`config.mk`:
```
export PLATFORM = sky130hd
export DESIGN_NAME = text_console_blit_sequencer_core_flat
export DESIGN_NICKNAME = d
export VERILOG_FILES = /design/src/hw/rtl/tcbs_pkg.sv /design/src/hw/rtl/tcbs_if.sv /design/src/hw/rtl/text_console_blit_sequencer_core.sv /design/src/hw/rtl/tcbs_cmd_fmt.sv /design/src/flat_wrapper.sv
export SDC_FILE = /design/constraint.sdc
export NUM_CORES = 1
export LEC_CHECK = 0
export ABC_AREA = 1
export BUFFER_PORTS_ARGS = -buffer_cell sky130_fd_sc_hd__buf_4
export CAP_MARGIN = 20
export CORE_ASPECT_RATIO = 1.1
export CORE_MARGIN = 5
export CORE_UTILIZATION = 43
export CTS_BUF_LIST = sky130_fd_sc_hd__clkbuf_4 sky130_fd_sc_hd__clkbuf_8
export CTS_CLUSTER_SIZE = 16
export DETAILED_ROUTE_END_ITERATION = 8
export MAX_ROUTING_LAYER = met4
export PLACE_DENSITY = 0.69
export SETUP_SLACK_MARGIN = 0.3
export SLEW_MARGIN = 5
export SYNTH_ARGS = -nofsm -noshare
export SYNTH_HDL_FRONTEND = slang
export SYNTH_SLANG_ARGS = --single-unit
```
`constraint.sdc`:
```
create_clock -name clk -period 2.1 [get_ports clk]
set_clock_uncertainty 0.15 [all_clocks]
set_input_delay 0.21 -clock clk [delete_from_list [all_inputs] [get_ports clk]]
set_output_delay 0.21 -clock clk [all_outputs]
set_load 0.03 [all_outputs]
```
`src/hw/rtl/tcbs_pkg.sv`:
```
package tcbs_pkg;

  localparam int COL_W  = 6;
  localparam int ROW_W  = 5;
  localparam int IDX_W  = 7;
  localparam int STEP_W = 4;
  localparam int MOD_W  = 3;

  localparam logic [7:0] CODE_TAB   = 8'd9;
  localparam logic [7:0] CODE_NL    = 8'd10;
  localparam logic [7:0] CODE_CR    = 8'd13;
  localparam logic [7:0] CODE_SPACE = 8'd32;
  localparam logic [7:0] CODE_SUBST = 8'd63;
  localparam int         FIRST_CODE = 32;
  localparam int         CODE_COUNT = 100;

  localparam int SCREEN_W   = 800;
  localparam int SCREEN_H   = 480;
  localparam int FILL_COLOR = 'h0000;

  localparam logic [1:0] OP_GLYPH  = 2'd0;
  localparam logic [1:0] OP_SCROLL = 2'd1;
  localparam logic [1:0] OP_FILL   = 2'd2;

  typedef enum logic [1:0] {
    EMIT_NONE,
    EMIT_GLYPH,
    EMIT_SCROLL,
    EMIT_FILL
  } emit_t;

  typedef enum logic [1:0] {
    ACT_NONE,
    ACT_ADVANCE,
    ACT_NEWLINE,
    ACT_SET
  } act_t;

  typedef enum logic [2:0] {
    C_NEVER,
    C_ALWAYS,
    C_SET_MODE,
    C_IS_CR,
    C_IS_NL,
    C_MORE_TAB,
    C_NO_WRAP,
    C_NOT_BOTTOM
  } cond_t;

  typedef struct packed {
    emit_t             emit;
    act_t              act;
    cond_t             cond;
    logic [STEP_W-1:0] target;
  } uword_t;

  // microcode step addresses
  localparam logic [STEP_W-1:0] S_IDLE     = 4'd0;
  localparam logic [STEP_W-1:0] S_CHK_SET  = 4'd1;
  localparam logic [STEP_W-1:0] S_CHK_CR   = 4'd2;
  localparam logic [STEP_W-1:0] S_CHK_NL   = 4'd3;
  localparam logic [STEP_W-1:0] S_GLYPH    = 4'd4;
  localparam logic [STEP_W-1:0] S_TAB_LOOP = 4'd5;
  localparam logic [STEP_W-1:0] S_CHK_WRAP = 4'd6;
  localparam logic [STEP_W-1:0] S_NEWLINE  = 4'd7;
  localparam logic [STEP_W-1:0] S_SCROLL   = 4'd8;
  localparam logic [STEP_W-1:0] S_FILL     = 4'd9;
  localparam logic [STEP_W-1:0] S_SET      = 4'd10;

  // jump to target when cond holds, otherwise fall through to the next step
  function automatic uword_t ucode(input logic [STEP_W-1:0] step);
    uword_t w;
    w = '{EMIT_NONE, ACT_NONE, C_ALWAYS, S_IDLE};
    unique case (step)
      S_CHK_SET:  w = '{EMIT_NONE,   ACT_NONE,    C_SET_MODE,   S_SET};
      S_CHK_CR:   w = '{EMIT_NONE,   ACT_NONE,    C_IS_CR,      S_IDLE};
      S_CHK_NL:   w = '{EMIT_NONE,   ACT_NONE,    C_IS_NL,      S_NEWLINE};
      S_GLYPH:    w = '{EMIT_GLYPH,  ACT_ADVANCE, C_NEVER,      S_IDLE};
      S_TAB_LOOP: w = '{EMIT_NONE,   ACT_NONE,    C_MORE_TAB,   S_GLYPH};
      S_CHK_WRAP: w = '{EMIT_NONE,   ACT_NONE,    C_NO_WRAP,    S_IDLE};
      S_NEWLINE:  w = '{EMIT_NONE,   ACT_NEWLINE, C_NOT_BOTTOM, S_IDLE};
      S_SCROLL:   w = '{EMIT_SCROLL, ACT_NONE,    C_NEVER,      S_IDLE};
      S_FILL:     w = '{EMIT_FILL,   ACT_NONE,    C_ALWAYS,     S_IDLE};
      S_SET:      w = '{EMIT_NONE,   ACT_SET,     C_ALWAYS,     S_IDLE};
      default:    w = '{EMIT_NONE,   ACT_NONE,    C_ALWAYS,     S_IDLE};
    endcase
    return w;
  endfunction

  typedef struct packed {
    emit_t            emit;
    logic [IDX_W-1:0] idx;
    logic [COL_W-1:0] col;
    logic [ROW_W-1:0] row;
  } cmd_req_t;

  typedef struct packed {
    logic [1:0] op;
    logic [9:0] src_x;
    logic [8:0] src_y;
    logic [9:0] dst_x;
    logic [8:0] dst_y;
    logic [9:0] rect_w;
    logic [8:0] rect_h;
  } cmd_t;

endpackage

```
`src/hw/rtl/tcbs_if.sv`:
```
interface tcbs_in_if;
  logic       valid;
  logic       ready;
  logic       mode;
  logic [7:0] char_code;
  logic [7:0] new_col;
  logic [7:0] new_row;

  modport source (output valid, output mode, output char_code, output new_col,
                  output new_row, input ready);
  modport sink (input valid, input mode, input char_code, input new_col,
                input new_row, output ready);
endinterface

interface tcbs_out_if;
  logic       valid;
  logic       ready;
  logic [1:0] op;
  logic [9:0] src_x;
  logic [8:0] src_y;
  logic [9:0] dst_x;
  logic [8:0] dst_y;
  logic [9:0] rect_w;
  logic [8:0] rect_h;
  logic       last;

  modport source (output valid, output op, output src_x, output src_y, output dst_x,
                  output dst_y, output rect_w, output rect_h, output last, input ready);
  modport sink (input valid, input op, input src_x, input src_y, input dst_x,
                input dst_y, input rect_w, input rect_h, input last, output ready);
endinterface

```
`src/hw/rtl/text_console_blit_sequencer_core.sv`:
```
// microcoded text console: one control step per cycle from a small program table
// except while a command waits in the output register; a request is taken only
// in idle, then the steps check for a cursor set, a carriage return and a newline,
// draw a glyph (repeated up to a tab column for a tab) and check for a wrap, and
// a newline on the bottom row emits a scroll and then a fill
// synchronous active-low reset: cursor at column 0 row 0, no command pending
module text_console_blit_sequencer_core import tcbs_pkg::*; #(
  parameter int COLS          = 40,
  parameter int ROWS          = 24,
  parameter int GLYPH_W       = 20,
  parameter int GLYPH_H       = 20,
  parameter int ATLAS_PER_ROW = 50,
  parameter int TAB_STOP      = 4
) (
  input logic       clk,
  input logic       rst_n,
  tcbs_in_if.sink   in_ch,
  tcbs_out_if.source out_ch
);

  logic [STEP_W-1:0] step_r, step_nxt;
  logic [COL_W-1:0]  col_r, col_nxt;
  logic [ROW_W-1:0]  row_r, row_nxt;
  logic              wrap_r, wrap_nxt;

  logic              mode_r, is_cr_r, is_nl_r, is_tab_r;
  logic [IDX_W-1:0]  idx_r;
  logic [COL_W-1:0]  set_col_r;
  logic [ROW_W-1:0]  set_row_r;

  logic              out_valid_r;
  cmd_t              out_cmd_r;
  logic              out_last_r;

  uword_t            uw;
  cmd_req_t          req;
  cmd_t              cmd;
  logic              accept, emitting, out_free, go, cond_true;
  logic [COL_W-1:0]  col_inc;
  logic              wrap_now, bottom, more_tab_now, glyph_last;
  logic [IDX_W-1:0]  in_idx;

  // column modulo tab stop
  logic [MOD_W-1:0]  col_mod [2**COL_W];
  for (genvar g = 0; g < 2**COL_W; g++) begin : g_col_mod
    assign col_mod[g] = MOD_W'(g % TAB_STOP);
  end

  assign uw       = ucode(step_r);
  assign accept   = in_ch.valid && in_ch.ready;
  assign emitting = (uw.emit != EMIT_NONE);
  assign out_free = !out_valid_r || out_ch.ready;
  assign go       = (step_r != S_IDLE) && (!emitting || out_free);

  assign in_ch.ready = (step_r == S_IDLE);

  assign col_inc      = col_r + COL_W'(1);
  assign wrap_now     = (col_inc == COL_W'(COLS));
  assign bottom       = (row_r == ROW_W'(ROWS - 1));
  assign more_tab_now = is_tab_r && !wrap_now && (col_mod[col_inc] != '0);
  assign glyph_last   = wrap_now ? !bottom : !more_tab_now;

  always_comb begin
    if (in_ch.char_code == CODE_TAB) begin
      in_idx = '0;
    end else if (in_ch.char_code < 8'(FIRST_CODE) ||
                 in_ch.char_code >= 8'(FIRST_CODE + CODE_COUNT)) begin
      in_idx = IDX_W'(CODE_SUBST - CODE_SPACE);
    end else begin
      in_idx = IDX_W'(in_ch.char_code - CODE_SPACE);
    end
  end

  always_comb begin
    unique case (uw.cond)
      C_NEVER:      cond_true = 1'b0;
      C_ALWAYS:     cond_true = 1'b1;
      C_SET_MODE:   cond_true = mode_r;
      C_IS_CR:      cond_true = is_cr_r;
      C_IS_NL:      cond_true = is_nl_r;
      C_MORE_TAB:   cond_true = is_tab_r && (col_mod[col_r] != '0);
      C_NO_WRAP:    cond_true = !wrap_r;
      C_NOT_BOTTOM: cond_true = !bottom;
    endcase
  end

  always_comb begin
    step_nxt = step_r;
    col_nxt  = col_r;
    row_nxt  = row_r;
    wrap_nxt = wrap_r;
    if (step_r == S_IDLE) begin
      if (accept) begin
        step_nxt = S_CHK_SET;
        wrap_nxt = 1'b0;
      end
    end else if (go) begin
      step_nxt = cond_true ? uw.target : step_r + STEP_W'(1);
      unique case (uw.act)
        ACT_ADVANCE: begin
          col_nxt  = wrap_now ? '0 : col_inc;
          wrap_nxt = wrap_now;
        end
        ACT_NEWLINE: begin
          col_nxt = '0;
          if (!bottom) begin
            row_nxt = row_r + ROW_W'(1);
          end
        end
        ACT_SET: begin
          col_nxt = set_col_r;
          row_nxt = set_row_r;
        end
        ACT_NONE: begin
        end
      endcase
    end
  end

  assign req = '{emit: uw.emit, idx: idx_r, col: col_r, row: row_r};

  tcbs_cmd_fmt #(
    .GLYPH_W      (GLYPH_W),
    .GLYPH_H      (GLYPH_H),
    .ATLAS_PER_ROW(ATLAS_PER_ROW)
  ) u_cmd_fmt (
    .req(req),
    .cmd(cmd)
  );

  always_ff @(posedge clk) begin
    if (!rst_n) begin
      step_r      <= S_IDLE;
      col_r       <= '0;
      row_r       <= '0;
      wrap_r      <= 1'b0;
      out_valid_r <= 1'b0;
    end else begin
      step_r <= step_nxt;
      col_r  <= col_nxt;
      row_r  <= row_nxt;
      wrap_r <= wrap_nxt;
      if (go && emitting) begin
        out_valid_r <= 1'b1;
      end else if (out_ch.ready) begin
        out_valid_r <= 1'b0;
      end
    end
  end

  // request and command payload
  always_ff @(posedge clk) begin
    if (accept) begin
      mode_r    <= in_ch.mode;
      is_cr_r   <= (in_ch.char_code == CODE_CR);
      is_nl_r   <= (in_ch.char_code == CODE_NL);
      is_tab_r  <= (in_ch.char_code == CODE_TAB);
      idx_r     <= in_idx;
      set_col_r <= (in_ch.new_col >= 8'(COLS)) ? COL_W'(COLS - 1) : COL_W'(in_ch.new_col);
      set_row_r <= (in_ch.new_row >= 8'(ROWS)) ? ROW_W'(ROWS - 1) : ROW_W'(in_ch.new_row);
    end
    if (go && emitting) begin
      out_cmd_r  <= cmd;
      out_last_r <= (uw.emit == EMIT_GLYPH) ? glyph_last : (uw.emit == EMIT_FILL);
    end
  end

  assign out_ch.valid  = out_valid_r;
  assign out_ch.op     = out_cmd_r.op;
  assign out_ch.src_x  = out_cmd_r.src_x;
  assign out_ch.src_y  = out_cmd_r.src_y;
  assign out_ch.dst_x  = out_cmd_r.dst_x;
  assign out_ch.dst_y  = out_cmd_r.dst_y;
  assign out_ch.rect_w = out_cmd_r.rect_w;
  assign out_ch.rect_h = out_cmd_r.rect_h;
  assign out_ch.last   = out_last_r;

endmodule

```
`src/hw/rtl/tcbs_cmd_fmt.sv`:
```
module tcbs_cmd_fmt import tcbs_pkg::*; #(
  parameter int GLYPH_W       = 20,
  parameter int GLYPH_H       = 20,
  parameter int ATLAS_PER_ROW = 50
) (
  input  cmd_req_t req,
  output cmd_t     cmd
);

  // font atlas position of every glyph index
  logic [9:0] atlas_x [CODE_COUNT];
  logic [8:0] atlas_y [CODE_COUNT];

  for (genvar g = 0; g < CODE_COUNT; g++) begin : g_atlas
    assign atlas_x[g] = 10'((g % ATLAS_PER_ROW) * GLYPH_W);
    assign atlas_y[g] = 9'((g / ATLAS_PER_ROW) * GLYPH_H);
  end

  always_comb begin
    cmd = '0;
    unique case (req.emit)
      EMIT_GLYPH: begin
        cmd.op     = OP_GLYPH;
        cmd.src_x  = atlas_x[req.idx];
        cmd.src_y  = atlas_y[req.idx];
        cmd.dst_x  = 10'(16'(req.col) * 16'(GLYPH_W));
        cmd.dst_y  = 9'(14'(req.row) * 14'(GLYPH_H));
        cmd.rect_w = 10'(GLYPH_W);
        cmd.rect_h = 9'(GLYPH_H);
      end
      EMIT_SCROLL: begin
        cmd.op     = OP_SCROLL;
        cmd.src_y  = 9'(GLYPH_H);
        cmd.rect_w = 10'(SCREEN_W);
        cmd.rect_h = 9'(SCREEN_H - GLYPH_H);
      end
      EMIT_FILL: begin
        // blank fill of the bottom text row, no source
        cmd.op     = OP_FILL;
        cmd.dst_y  = 9'(SCREEN_H - GLYPH_H);
        cmd.rect_w = 10'(SCREEN_W);
        cmd.rect_h = 9'(GLYPH_H);
      end
      EMIT_NONE: begin
        cmd = '0;
      end
    endcase
  end

endmodule

```
`src/flat_wrapper.sv`:
```
// flat-port wrapper written by rule: the top's interface ports become plain ports
module text_console_blit_sequencer_core_flat import tcbs_pkg::*;
#(
  parameter int COLS          = 40,
  parameter int ROWS          = 24,
  parameter int GLYPH_W       = 20,
  parameter int GLYPH_H       = 20,
  parameter int ATLAS_PER_ROW = 50,
  parameter int TAB_STOP      = 4
)
  (clk, rst_n, in_ch_valid, in_ch_mode, in_ch_char_code, in_ch_new_col, in_ch_new_row, in_ch_ready, out_ch_valid, out_ch_op, out_ch_src_x, out_ch_src_y, out_ch_dst_x, out_ch_dst_y, out_ch_rect_w, out_ch_rect_h, out_ch_last, out_ch_ready);
  tcbs_in_if in_ch_i ();
  tcbs_out_if out_ch_i ();
  input logic clk;
  input logic rst_n;
  input wire logic [$bits(in_ch_i.valid)-1:0] in_ch_valid;
  input wire logic [$bits(in_ch_i.mode)-1:0] in_ch_mode;
  input wire logic [$bits(in_ch_i.char_code)-1:0] in_ch_char_code;
  input wire logic [$bits(in_ch_i.new_col)-1:0] in_ch_new_col;
  input wire logic [$bits(in_ch_i.new_row)-1:0] in_ch_new_row;
  output wire logic [$bits(in_ch_i.ready)-1:0] in_ch_ready;
  output wire logic [$bits(out_ch_i.valid)-1:0] out_ch_valid;
  output wire logic [$bits(out_ch_i.op)-1:0] out_ch_op;
  output wire logic [$bits(out_ch_i.src_x)-1:0] out_ch_src_x;
  output wire logic [$bits(out_ch_i.src_y)-1:0] out_ch_src_y;
  output wire logic [$bits(out_ch_i.dst_x)-1:0] out_ch_dst_x;
  output wire logic [$bits(out_ch_i.dst_y)-1:0] out_ch_dst_y;
  output wire logic [$bits(out_ch_i.rect_w)-1:0] out_ch_rect_w;
  output wire logic [$bits(out_ch_i.rect_h)-1:0] out_ch_rect_h;
  output wire logic [$bits(out_ch_i.last)-1:0] out_ch_last;
  input wire logic [$bits(out_ch_i.ready)-1:0] out_ch_ready;
  assign in_ch_i.valid = in_ch_valid;
  assign in_ch_i.mode = in_ch_mode;
  assign in_ch_i.char_code = in_ch_char_code;
  assign in_ch_i.new_col = in_ch_new_col;
  assign in_ch_i.new_row = in_ch_new_row;
  assign in_ch_ready = in_ch_i.ready;
  assign out_ch_valid = out_ch_i.valid;
  assign out_ch_op = out_ch_i.op;
  assign out_ch_src_x = out_ch_i.src_x;
  assign out_ch_src_y = out_ch_i.src_y;
  assign out_ch_dst_x = out_ch_i.dst_x;
  assign out_ch_dst_y = out_ch_i.dst_y;
  assign out_ch_rect_w = out_ch_i.rect_w;
  assign out_ch_rect_h = out_ch_i.rect_h;
  assign out_ch_last = out_ch_i.last;
  assign out_ch_i.ready = out_ch_ready;
  text_console_blit_sequencer_core #(.COLS(COLS), .ROWS(ROWS), .GLYPH_W(GLYPH_W), .GLYPH_H(GLYPH_H), .ATLAS_PER_ROW(ATLAS_PER_ROW), .TAB_STOP(TAB_STOP)) u_core (.clk(clk), .rst_n(rst_n), .in_ch(in_ch_i), .out_ch(out_ch_i));
endmodule
```
==> results of run 1 <==
## per-stage QoR
| stage | TNS (ps) | instance area [µm²] | hold WS, ps | std cells | worst slack (ps) |
|---|---|---|---|---|---|
| 2_1_floorplan | 0 | 5000 | 159 | 575 | 186 |
| 3_3_place_gp | 0 | 5540 | 240 | 765 | 74.4 |
| 3_5_place_dp | -29.0 | 5540 | 242 | 765 | -25.8 |
| 4_1_cts | 0 | 6340 | 5.24 | 823 | 93.5 |
| 5_1_grt | -456 | 6900 | 17.9 | 850 | -76.4 |
| 6_report | -28.1 | 6900 | 0.831 | 850 | -28.1 |
## worst min path at each step
stage | slack (ps) | endpoint | startpoint
after global placement | 240 | u_core.mode_r | in_ch_mode
after detailed placement | 240 | u_core.mode_r | in_ch_mode
after floorplan | 160 | u_core.mode_r | in_ch_mode
after global routing | 20 | u_core.set_col_r[4] | in_ch_new_col[4]
final | 0.8 | u_core.set_col_r[4] | in_ch_new_col[4]
after CTS | 5 | u_core.set_col_r[4] | in_ch_new_col[4]
## timing repair
action / in CTS / in global routing
gates cloned: 1 / 1
endpoints found under the hold margin: 13 / 0
setup buffers: 27 / 26
pin swaps: 32 / 51
hold buffers: 14 / 0
endpoints found under the setup margin: 66 / 72
gates resized for setup: 73 / 88
## logic make-up (layout without fill, tap and decap cells)
kind of cell | count (synthesis) | in the layout | synth area share
fa+ha+maj | 38 | 38 | 0.102
compound gates | 112 | 112 | 0.132
other cells | 1 | 21 | 0.000782
simple gates | 189 | 190 | 0.177
buf+inv | 126 | 253 | 0.125
xor+xnor | 8 | 8 | 0.0146
flops | 81 | 81 | 0.449
## cell usage in the layout (no fill, tap or decap), types with 18 or more instances in the layout
master                     Yosys  routed
sky130_fd_sc_hd__nor2_1       33      27
sky130_fd_sc_hd__nand3_1      23      19
sky130_fd_sc_hd__buf_4        30     121
sky130_fd_sc_hd__ha_4          0      23
sky130_fd_sc_hd__nand2_1     100      77
sky130_fd_sc_hd__o21ai_0      47      28
sky130_fd_sc_hd__inv_1        83      63
sky130_fd_sc_hd__a21oi_1      33      18
sky130_fd_sc_hd__conb_1        1      21
sky130_fd_sc_hd__nand2_2       7      22
sky130_fd_sc_hd__edfxtp_1     53      53
## cell type report
cell class | count | share of cell area
clock buffers | 13 | 0.0232
clock inverters | 3 | 0.00236
inverters | 87 | 0.0510
multi-input cells | 369 | 0.401
flip-flops and latches | 81 | 0.316
well taps | 147 | 0.0267
repair buffers | 150 | 0.180
## sequential cells by signal, indices dropped and copies added, names as in the netlist, 2 cells and up
signal / count
u_core.col_r: 6
u_core.step_r: 4
u_core.idx_r: 7
u_core.out_ch.rect_w: 2
u_core.set_row_r: 5
u_core.set_col_r: 6
u_core.row_r: 5
u_core.out_ch.dst_y: 7
u_core.out_ch.dst_x: 8
u_core.out_ch.rect_h: 3
u_core.out_ch.src_x: 8
u_core.uw: 11
## worst min-delay path: cells and delay by family
kind                   cells  cell delay, ps
buffers and inverters      2             130
AND/OR/NAND/NOR            1              70
## layer usage
metal,global-route usage,vias up
met3,0.0310,30
met1,0.213,1915
met5,-,-
met2,0.291,170
li1,-,2067
met4,0.0747,0
## where the power goes
group | leakage, nW | total (mW) | internal, mW | switching [mW]
registers | 0.712 | 2.56 | 2.27 | 0.287
logic | 2.19 | 4.62 | 1.85 | 2.76
clock network | 0.0980 | 1.05 | 0.499 | 0.547
==> flow_metrics.env, run 1 <==
export IMPL_cp_depth=10
export IMPL_fin_util=0.632
export IMPL_synth_seq_area_share=0.449
export IMPL_tritoncts="yes"
export IMPL_cts_root_buf="sky130_fd_sc_hd__clkbuf_8"
export IMPL_vias_per_cell=4.92
export IMPL_num_vias=4182
export IMPL_violations="negative setup slack"
export IMPL_placed_wire_length_estimate_mm=8.08
export IMPL_timing_setup_critical_path_class="reg -> reg"
export IMPL_routed_top_layer="met4"
export IMPL_max_ir_drop_vdd_mv=0.512
export IMPL_startpoint_type="flop"
export IMPL_design_die_area_um2=13400
export IMPL_area_growth_syn_to_layout_pct=43.9
export IMPL_num_fill_cells=879
export IMPL_post_route_drc_count=0
export IMPL_yosysWarningCount=0
export IMPL_synthesis_area_per_instance_um2=8.64
export IMPL_drt_pass1_iterations=5
export IMPL_synth_cell_types=43
export IMPL_insertedDiodeCount=0
export IMPL_holdPathStages=3
export IMPL_final_setup_worst_slack_ps=-28.1
export IMPL_run_status="finished, violations left"
export IMPL_worst_setup_path_end_kind="flop"
export IMPL_clock_latency_ps=370
export IMPL_floorplan_initialDensity=0.439
export IMPL_yosys_register_bits=81
export IMPL_total_leakage_power_nw=3.00
export IMPL_synth_enable_flop_cells=53
export IMPL_hold_class="in -> reg"
export IMPL_die_y_um=121
export IMPL_layout_min_cycle_time_ps=2130
export IMPL_worst_setup_path_endpoint="u_core.out_ch.dst_x[9]"
export IMPL_grt_start_max_net_pins=33
export IMPL_max_incr_delay_on_cp_ps=380
export IMPL_timing_critical_path_slowest_stage_cell="sky130_fd_sc_hd__fa_2"
export IMPL_count_of_buffering_cells_on_the_critical_path_with_inverters_included=2
export IMPL_post_synth_top_area_cell="sky130_fd_sc_hd__edfxtp_1"
export IMPL_post_drt_wl_per_cell_um=14.3
export IMPL_met3_length_um=779
export IMPL_combined_area_of_the_multi_input_logic_cells_um2=2760
export IMPL_synth_main_ff_cell="sky130_fd_sc_hd__edfxtp_1"
export IMPL_drv_slew=0
export IMPL_critical_path_max_fanout=3
export IMPL_critPathTopFamily="adder cells"
export IMPL_nNetsFinal=765
export IMPL_rrSetupSlack_ps=-30
export IMPL_grt_remaining_overflow=0
export IMPL_synth_cells=555
export IMPL_cts_clk_slew_worst_paths_ps=80
export IMPL_io_pins=91
export IMPL_worst_r2r_cell_count=10
export IMPL_placement_io_buffers=69
export IMPL_mappedNetlistArea_um2=4790
export IMPL_cts_made_buffers=9
export IMPL_routed_wl_mm=12.2
export IMPL_met2WireLength_mm=6.00
export IMPL_number_of_global_route_vias_before_repair=3920
export IMPL_grt_antenna_before_repair=0
export IMPL_critical_path_reg2reg_startpoint="u_core.col_r[1]"
export IMPL_grt_pass1_wl_mm=18.6
export IMPL_layout_area_seq_um2=2180
export IMPL_share_of_layout_cells_above_drive_strength_1=0.442
export IMPL_drt_antenna_violating_nets=0
export IMPL_synth_largest_type_area_fraction=0.332
export IMPL_maxCapViolations=0
export IMPL_finalPower_mw=8.22
export IMPL_place_gp_congestion=0.895
export IMPL_min_period_over_period=1.01
export IMPL_core_area_um2=10900
export IMPL_row_count=40
export IMPL_m1WireLength_mm=5.11
export IMPL_grtUsageTotal=0.176
export IMPL_setup_worst_path_start="u_core.col_r[1]"
export IMPL_cp_data_arrival_time_ps=2200
export IMPL_worst_endpoint_required_ps=2170
export IMPL_post_synth_most_frequent_cells="sky130_fd_sc_hd__nand2_1 (100), sky130_fd_sc_hd__inv_1 (83), sky130_fd_sc_hd__edfxtp_1 (53)"
export IMPL_setup_repair_after_global_routing_missed_its_margin="true"
export IMPL_synth_async_sr_flop_share=0
export IMPL_list_of_cells_traversed_by_the_critical_path="buf_4 > buf_6 > ha_4 > ha_4 > fa_2 > nand2_1 > nand2_1 > a21oi_2 > o21ai_1 > a21oi_1"
export IMPL_worstReg2RegEnd="u_core.out_ch.dst_x[9]"
export IMPL_detail_route_iter0_violations=211
export IMPL_die_w_um=111
export IMPL_yosys_top_cells_area="sky130_fd_sc_hd__edfxtp_1 (33%), sky130_fd_sc_hd__dfxtp_1 (12%), sky130_fd_sc_hd__ha_1 (9.4%)"
export IMPL_cts_sinks=81
export IMPL_synth_most_common_cell="sky130_fd_sc_hd__nand2_1"
export IMPL_power_density_nw_per_um2=1190
export IMPL_hold_violations=0
export IMPL_ctsHtreeMaxLevel=3
export IMPL_report_final_setup_viol=1
export IMPL_clock_fmax_mhz=470
export IMPL_cts_max_path_buffers=2
Power figures use the tool's default switching activity.
==> run 2: changes to the inputs <==
--- a/config.mk
+++ b/config.mk
@@ -5,7 +5,6 @@
 export SDC_FILE = /design/constraint.sdc
 export NUM_CORES = 1
 export LEC_CHECK = 0
-export ABC_AREA = 1
 export BUFFER_PORTS_ARGS = -buffer_cell sky130_fd_sc_hd__buf_4
 export CAP_MARGIN = 20
 export CORE_ASPECT_RATIO = 1.1
@@ -15,7 +14,7 @@
 export CTS_CLUSTER_SIZE = 16
 export DETAILED_ROUTE_END_ITERATION = 8
 export MAX_ROUTING_LAYER = met4
-export PLACE_DENSITY = 0.69
+export PLACE_DENSITY = 0.75
 export SETUP_SLACK_MARGIN = 0.3
 export SLEW_MARGIN = 5
 export SYNTH_ARGS = -nofsm -noshare
==> flow_metrics.env, run 2 <==
export IMPL_synth_async_sr_flop_share=0
export IMPL_cts_made_buffers=9
export IMPL_floorplan_initialDensity=0.434
export IMPL_drt_antenna_violating_nets=0
export IMPL_final_setup_worst_slack_ps=-577
export IMPL_cp_data_arrival_time_ps=2790
export IMPL_post_drt_wl_per_cell_um=15.7
export IMPL_layout_cells_most_common="sky130_fd_sc_hd__buf_4"
export IMPL_fin_util=0.666
export IMPL_violations="negative setup slack"
export IMPL_clock_fmax_mhz=374
export IMPL_io_pins=91
export IMPL_synthesis_area_per_instance_um2=9.84
export IMPL_detail_route_iter0_violations=248
export IMPL_largest_register_ff_count=11
export IMPL_worst_endpoint_required_ps=2220
export IMPL_critical_path_reg2reg_startpoint="u_core.col_r[0]"
export IMPL_setup_worst_path_start="u_core.col_r[0]"
export IMPL_min_period_over_period=1.27
export IMPL_place_gp_congestion=0.912
export IMPL_die_w_um=112
export IMPL_design_die_area_um2=13700
export IMPL_grt_antenna_before_repair=0
export IMPL_synth_main_ff_cell="sky130_fd_sc_hd__edfxtp_1"
export IMPL_vias_per_cell=5.25
export IMPL_area_growth_syn_to_layout_pct=53.4
export IMPL_post_route_drc_count=0
export IMPL_drt_pass1_iterations=5
export IMPL_fin_setup_tns_ps=-11230
export IMPL_hold_class="in -> reg"
export IMPL_net_switching_power_mw=2.44
export IMPL_cts_clk_slew_worst_paths_ps=80
export IMPL_synth_cell_types=73
export IMPL_placement_cell_area_um2=6180
export IMPL_power_switching_share=0.357
export IMPL_synth_cells=500
export IMPL_layout_cells_most_common_list="sky130_fd_sc_hd__buf_4 (149), sky130_fd_sc_hd__edfxtp_1 (53), sky130_fd_sc_hd__nor2_1 (49)"
export IMPL_slew_headroom=0.586
export IMPL_run_status="finished, violations left"
export IMPL_num_fill_cells=794
export IMPL_grt_pass1_wl_mm=20.8
export IMPL_yosys_top_cells_area="sky130_fd_sc_hd__edfxtp_1 (32%), sky130_fd_sc_hd__dfxtp_1 (11%), sky130_fd_sc_hd__ha_1 (9.2%)"
export IMPL_timing_setup_critical_path_class="reg -> reg"
export IMPL_num_vias=4430
export IMPL_max_ir_drop_vdd_mv=0.495
export IMPL_maxCapViolations=0
export IMPL_critical_path_max_fanout=4
export IMPL_setup_repair_after_global_routing_missed_its_margin="true"
export IMPL_report_final_setup_viol=61
export IMPL_row_count=41
export IMPL_total_leakage_power_nw=3.04
export IMPL_startpoint_type="flop"
export IMPL_placement_io_buffers=69
export IMPL_number_of_global_route_vias_before_repair=4417
export IMPL_placed_wire_length_estimate_mm=8.87
export IMPL_core_area_um2=11300
export IMPL_synth_enable_flop_cells=53
export IMPL_fin_worst_hold_slack_ps=20.0
export IMPL_die_y_um=122
export IMPL_insertedDiodeCount=0
export IMPL_power_combinational_fraction=0.539
export IMPL_layout_area_seq_um2=2180
export IMPL_yosysWarningCount=0
export IMPL_grtUsageTotal=0.193
export IMPL_synth_largest_type_area_fraction=0.323
export IMPL_post_synth_most_frequent_cells="sky130_fd_sc_hd__nor2_1 (55), sky130_fd_sc_hd__edfxtp_1 (53), sky130_fd_sc_hd__ha_1 (36)"
export IMPL_finalInstanceArea_um2=7550
export IMPL_mappedNetlistArea_um2=4920
export IMPL_drv_slew=0
export IMPL_sequentialPowerShare=0.304
export IMPL_cts_sinks=81
export IMPL_grt_start_max_net_pins=19
export IMPL_dp_cells=763
export IMPL_hp_start="in_ch_char_code[0]"
export IMPL_combined_area_of_the_multi_input_logic_cells_um2=3060
export IMPL_power_density_nw_per_um2=905
export IMPL_layout_min_cycle_time_ps=2680
export IMPL_internal_power_consumption_mw=4.40
export IMPL_worst_max_slew_pin_slew_ps=621
export IMPL_routed_wl_mm=13.3
export IMPL_final_cells=844
export IMPL_hold_violations=0
export IMPL_worst_setup_path_end_kind="flop"
export IMPL_cts_root_buf="sky130_fd_sc_hd__clkbuf_8"
export IMPL_grt_remaining_overflow=0
export IMPL_share_of_layout_cells_above_drive_strength_1=0.483
export IMPL_post_synth_top_area_cell="sky130_fd_sc_hd__edfxtp_1"
export IMPL_nNetsFinal=756
export IMPL_clock_latency_ps=370
export IMPL_cts_max_path_buffers=2
export IMPL_power_frac_clock=0.157
export IMPL_yosys_register_bits=81
export IMPL_synth_seq_area_share=0.437
export IMPL_tritoncts="yes"
export IMPL_synth_most_common_cell="sky130_fd_sc_hd__nor2_1"
export IMPL_ctsHtreeMaxLevel=3
-- run 2: final timing paths --
kind	slack, ps	cells after the start	to
min	20	3	u_core.idx_r[0]
min reg2reg	360	2	u_core.wrap_r
max reg2reg	-580	10	u_core.uw[5]
max	-580	10	u_core.uw[5]
-- run 2: routing by layer --
metal / up-vias / wire length (µm) / global-route usage
met4: 0 / 439 / 0.0887
met5: - / 0 / -
met1: 2074 / 5300 / 0.222
met2: 174 / 6660 / 0.330
met3: 38 / 891 / 0.0385
li1: 2144 / - / -
-- run 2: worst max-delay path: stages, from the launching register on --
cell and delay (ps):
sky130_fd_sc_hd__dfxtp_4 360, sky130_fd_sc_hd__inv_2 30, sky130_fd_sc_hd__ha_2 160, sky130_fd_sc_hd__or3b_4 380, sky130_fd_sc_hd__a221oi_4 300, sky130_fd_sc_hd__or3_4 180, sky130_fd_sc_hd__mux2_4 300, sky130_fd_sc_hd__o211a_4 270
sky130_fd_sc_hd__inv_4 70, sky130_fd_sc_hd__ha_4 180, sky130_fd_sc_hd__a22o_1 190
-- run 2: power by group through the flow --
stage | registers (mW) | logic (mW) | clock network, mW
3_3_place_gp | 2.10 | 2.32 | 0
4_1_cts | 2.07 | 3.31 | 1.07
6_report | 2.08 | 3.69 | 1.07
2_1_floorplan | 2.13 | 1.53 | 0
3_5_place_dp | 2.10 | 2.40 | 0
5_1_grt | 2.10 | 3.93 | 1.16
-- run 2: final cells by class --
type | count | share of cell area
Tap cell | 150 | 0.0249
Inverter | 32 | 0.0200
Clock buffer | 13 | 0.0220
Clock inverter | 3 | 0.00215
Sequential cell | 81 | 0.288
Timing Repair Buffer | 201 | 0.238
Multi-Input combinational cell | 364 | 0.405
-- run 2: per-stage QoR --
step	power, mW	setup slack [ps]
CTS	6.45	-570
floorplan	3.66	-700
global route	7.18	-683
detailed placement	4.50	-579
finish	6.84	-577
global placement	4.42	-517
-- run 2: cells by family (layout without fill, tap and decap cells) --
group                      Yosys count  after routing  synth area share
other                                1             21          0.000762
AOI/OAI and AO/OA                  118            118             0.172
DFF                                 81             81             0.437
xor gates and xnor gates             8              8            0.0142
and+or+nand+nor                    170            172             0.180
muxes                                7              7            0.0153
buffers and inverters               77            249            0.0816
adders and majority gates           38             38            0.0996
-- run 2: what timing repair did --
action                                 CTS  global route
setup endpoints to repair               97           106
hold buffers                            15             1
endpoints found under the hold margin   11             1
pin swaps                               42            28
gates resized for setup                 91            42
cloned                                   6             0
setup buffers                           32            11
==> run 3: changes to the inputs <==
--- a/config.mk
+++ b/config.mk
@@ -14,9 +14,10 @@
 export CTS_CLUSTER_SIZE = 16
 export DETAILED_ROUTE_END_ITERATION = 8
 export MAX_ROUTING_LAYER = met4
-export PLACE_DENSITY = 0.75
+export PLACE_DENSITY = 0.74
 export SETUP_SLACK_MARGIN = 0.3
 export SLEW_MARGIN = 5
 export SYNTH_ARGS = -nofsm -noshare
 export SYNTH_HDL_FRONTEND = slang
+export SYNTH_HIERARCHICAL = 1
 export SYNTH_SLANG_ARGS = --single-unit
==> flow_metrics.env, run 3 <==
export IMPL_vias_per_cell=5.30
export IMPL_report_final_setup_viol=68
export IMPL_placed_wire_length_estimate_mm=9.20
export IMPL_grtUsageTotal=0.182
export IMPL_startpoint_type="flop"
export IMPL_yosysWarningCount=6
export IMPL_fin_util=0.674
export IMPL_post_synth_most_frequent_cells="sky130_fd_sc_hd__edfxtp_1 (82), sky130_fd_sc_hd__nor2_1 (44), sky130_fd_sc_hd__ha_1 (37)"
export IMPL_min_period_over_period=1.23
export IMPL_slew_headroom=0.484
export IMPL_drt_antenna_violating_nets=0
export IMPL_setup_worst_path_start="u_core/col_r[0]"
export IMPL_setup_repair_after_global_routing_missed_its_margin="true"
export IMPL_timing_setup_critical_path_class="reg -> reg"
export IMPL_grt_pass1_wl_mm=23.1
export IMPL_number_of_global_route_vias_before_repair=4792
export IMPL_routed_wl_mm=15.0
export IMPL_worst_endpoint_required_ps=2230
export IMPL_insertedDiodeCount=0
export IMPL_timing_critical_path_slowest_stage_cell="sky130_fd_sc_hd__or3b_4"
export IMPL_max_ir_drop_vdd_mv=0.746
export IMPL_placement_cell_area_um2=7130
export IMPL_list_of_cells_traversed_by_the_critical_path="inv_4 > ha_4 > or3b_4 > a221o_1 > nand3_2 > mux2i_1 > o21ai_2 > nand2_2 > ha_4 > nand2_1 > nor3_1 > a311oi_1"
export IMPL_clock_latency_ps=370
export IMPL_hp_start="in_ch_char_code[2]"
export IMPL_layout_cells_most_common_list="sky130_fd_sc_hd__buf_4 (156), sky130_fd_sc_hd__edfxtp_1 (82), sky130_fd_sc_hd__nor2_1 (37)"
export IMPL_drt_pass1_iterations=5
export IMPL_rrSetupSlack_ps=-490
export IMPL_fin_worst_hold_slack_ps=30.2
export IMPL_die_y_um=132
export IMPL_layout_cells_most_common="sky130_fd_sc_hd__buf_4"
export IMPL_synthesis_area_per_instance_um2=11.2
export IMPL_post_synth_top_area_cell="sky130_fd_sc_hd__edfxtp_1"
export IMPL_count_of_buffering_cells_on_the_critical_path_with_inverters_included=1
export IMPL_cts_max_path_buffers=2
export IMPL_maxCapViolations=0
export IMPL_grt_remaining_overflow=0
export IMPL_cts_root_buf="sky130_fd_sc_hd__clkbuf_8"
export IMPL_worst_r2r_cell_count=12
export IMPL_synth_enable_flop_cells=82
export IMPL_grt_start_max_net_pins=23
export IMPL_most_prevalent_standard_cell_on_the_critical_path="sky130_fd_sc_hd__ha_4"
export IMPL_mappedNetlistArea_um2=5800
export IMPL_final_setup_worst_slack_ps=-488
export IMPL_nNetsFinal=805
export IMPL_cts_made_buffers=9
export IMPL_critPathTopFamily="simple AND/OR/NAND/NOR gates"
export IMPL_core_area_um2=13200
export IMPL_area_growth_syn_to_layout_pct=53.6
export IMPL_tritoncts="yes"
export IMPL_ctsHtreeMaxLevel=3
export IMPL_run_status="finished, violations left"
export IMPL_critical_path_reg2reg_startpoint="u_core/col_r[0]"
export IMPL_synth_largest_type_area_fraction=0.425
export IMPL_detail_route_iter0_violations=253
export IMPL_finalInstanceArea_um2=8900
export IMPL_hold_end="u_core/is_cr_r"
export IMPL_die_w_um=121
export IMPL_hold_class="in -> reg"
export IMPL_floorplan_initialDensity=0.439
export IMPL_max_incr_delay_on_cp_ps=410
export IMPL_design_die_area_um2=15900
export IMPL_post_drt_wl_per_cell_um=16.6
export IMPL_synth_seq_area_share=0.522
export IMPL_clock_fmax_mhz=386
export IMPL_yosys_register_bits=110
export IMPL_cts_clk_slew_worst_paths_ps=100
export IMPL_power_density_nw_per_um2=807
export IMPL_largest_register_ff_count=11
export IMPL_cp_data_arrival_time_ps=2720
export IMPL_hold_violations=0
export IMPL_cts_sinks=110
export IMPL_placement_io_buffers=90
export IMPL_row_count=44
export IMPL_worst_setup_path_end_kind="flop"
export IMPL_violations="negative setup slack"
export IMPL_grt_antenna_before_repair=0
export IMPL_fin_setup_tns_ps=-9340
export IMPL_critical_path_max_fanout=3
export IMPL_worst_max_slew_pin_slew_ps=772
export IMPL_synth_cells=519
export IMPL_synth_main_ff_cell="sky130_fd_sc_hd__edfxtp_1"
export IMPL_place_gp_congestion=0.883
export IMPL_finalPower_mw=7.18
export IMPL_layout_min_cycle_time_ps=2590
export IMPL_share_of_layout_cells_above_drive_strength_1=0.478
export IMPL_yosys_top_cells_area="sky130_fd_sc_hd__edfxtp_1 (42%), sky130_fd_sc_hd__dfxtp_1 (9.7%), sky130_fd_sc_hd__ha_1 (8.0%)"
export IMPL_synth_most_common_cell="sky130_fd_sc_hd__edfxtp_1"
export IMPL_synth_async_sr_flop_share=0
export IMPL_num_vias=4789
export IMPL_holdPathStages=2
export IMPL_total_leakage_power_nw=3.49
export IMPL_drv_slew=0
export IMPL_synth_cell_types=76
export IMPL_io_pins=91
export IMPL_post_route_drc_count=0
export IMPL_worstReg2RegEnd="u_core/uw[4]"
run 3: final cells by class:
class                           instances  area [µm²]
Fill cell                             896        4310
Multi-Input combinational cell        356        3090
Sequential cell                       110        3050
Timing Repair Buffer                  233        2250
Tap cell                              161         201
Clock buffer                           10         131
Inverter                               27         120
Clock inverter                          6        60.1
run 3: stage by stage:
| stage | cells | worst slack, ps |
|---|---|---|
| after floorplan | 539 | -507 |
| after global placement | 809 | -465 |
| final | 903 | -488 |
| after global routing | 903 | -583 |
| after CTS | 879 | -463 |
| after detailed placement | 809 | -540 |
run 3: what timing repair did:
| item | 4_1_cts | 5_1_grt |
|---|---|---|
| hold buffers | 20 | 0 |
| gates cloned | 5 | 5 |
| buffers inserted | 29 | 19 |
| gates resized for setup | 86 | 72 |
| hold endpoints to repair | 16 | 0 |
| pin swaps | 31 | 43 |
| endpoints found under the setup margin | 125 | 136 |
run 3: per-layer routing:
| layer | wire (µm) | global-route usage | vias up |
|---|---|---|---|
| met5 | 0 | - | - |
| met4 | 445 | 0.0730 | 0 |
| met3 | 743 | 0.0266 | 44 |
| met2 | 7670 | 0.314 | 174 |
| met1 | 6120 | 0.212 | 2287 |
| li1 | - | - | 2284 |
run 3: logic make-up after synthesis:
| kind of cell | count (synthesis) | share of synthesized area |
|---|---|---|
| and+or+nand+nor | 162 | 0.146 |
| other | 1 | 0.000647 |
| DFF | 110 | 0.522 |
| AOI/OAI and AO/OA | 117 | 0.149 |
| adders and majority gates | 39 | 0.0868 |
| xor gates and xnor gates | 11 | 0.0166 |
| buffers and inverters | 73 | 0.0682 |
| muxes | 6 | 0.0114 |
run 3: how the worst max path moves through the flow:
stage,to,slack (ps),cells past startpoint
6_report,u_core/uw[4],-490,12
5_1_grt,u_core/uw[4],-580,12
4_1_cts,u_core/uw[7],-460,12
3_5_place_dp,u_core/uw[7],-540,12
3_3_place_gp,u_core/uw[4],-460,12
2_1_floorplan,u_core/uw[5],-510,10
run 3: power by group:
group / switching, mW / internal (mW) / leakage, nW
clock network: 0.706 / 0.565 / 0.0996
registers: 0.141 / 2.61 / 0.919
logic: 1.57 / 1.59 / 2.47
run 3: worst reg2reg max path: stages (launching register included):
cell,delay (ps)
sky130_fd_sc_hd__dfxtp_4,370
sky130_fd_sc_hd__inv_4,40
sky130_fd_sc_hd__ha_4,140
sky130_fd_sc_hd__or3b_4,410
sky130_fd_sc_hd__a221o_1,360
sky130_fd_sc_hd__nand3_2,110
sky130_fd_sc_hd__mux2i_1,90
sky130_fd_sc_hd__o21ai_2,210
sky130_fd_sc_hd__nand2_2,140
sky130_fd_sc_hd__ha_4,190
sky130_fd_sc_hd__nand2_1,70
sky130_fd_sc_hd__nor3_1,50
sky130_fd_sc_hd__a311oi_1,180
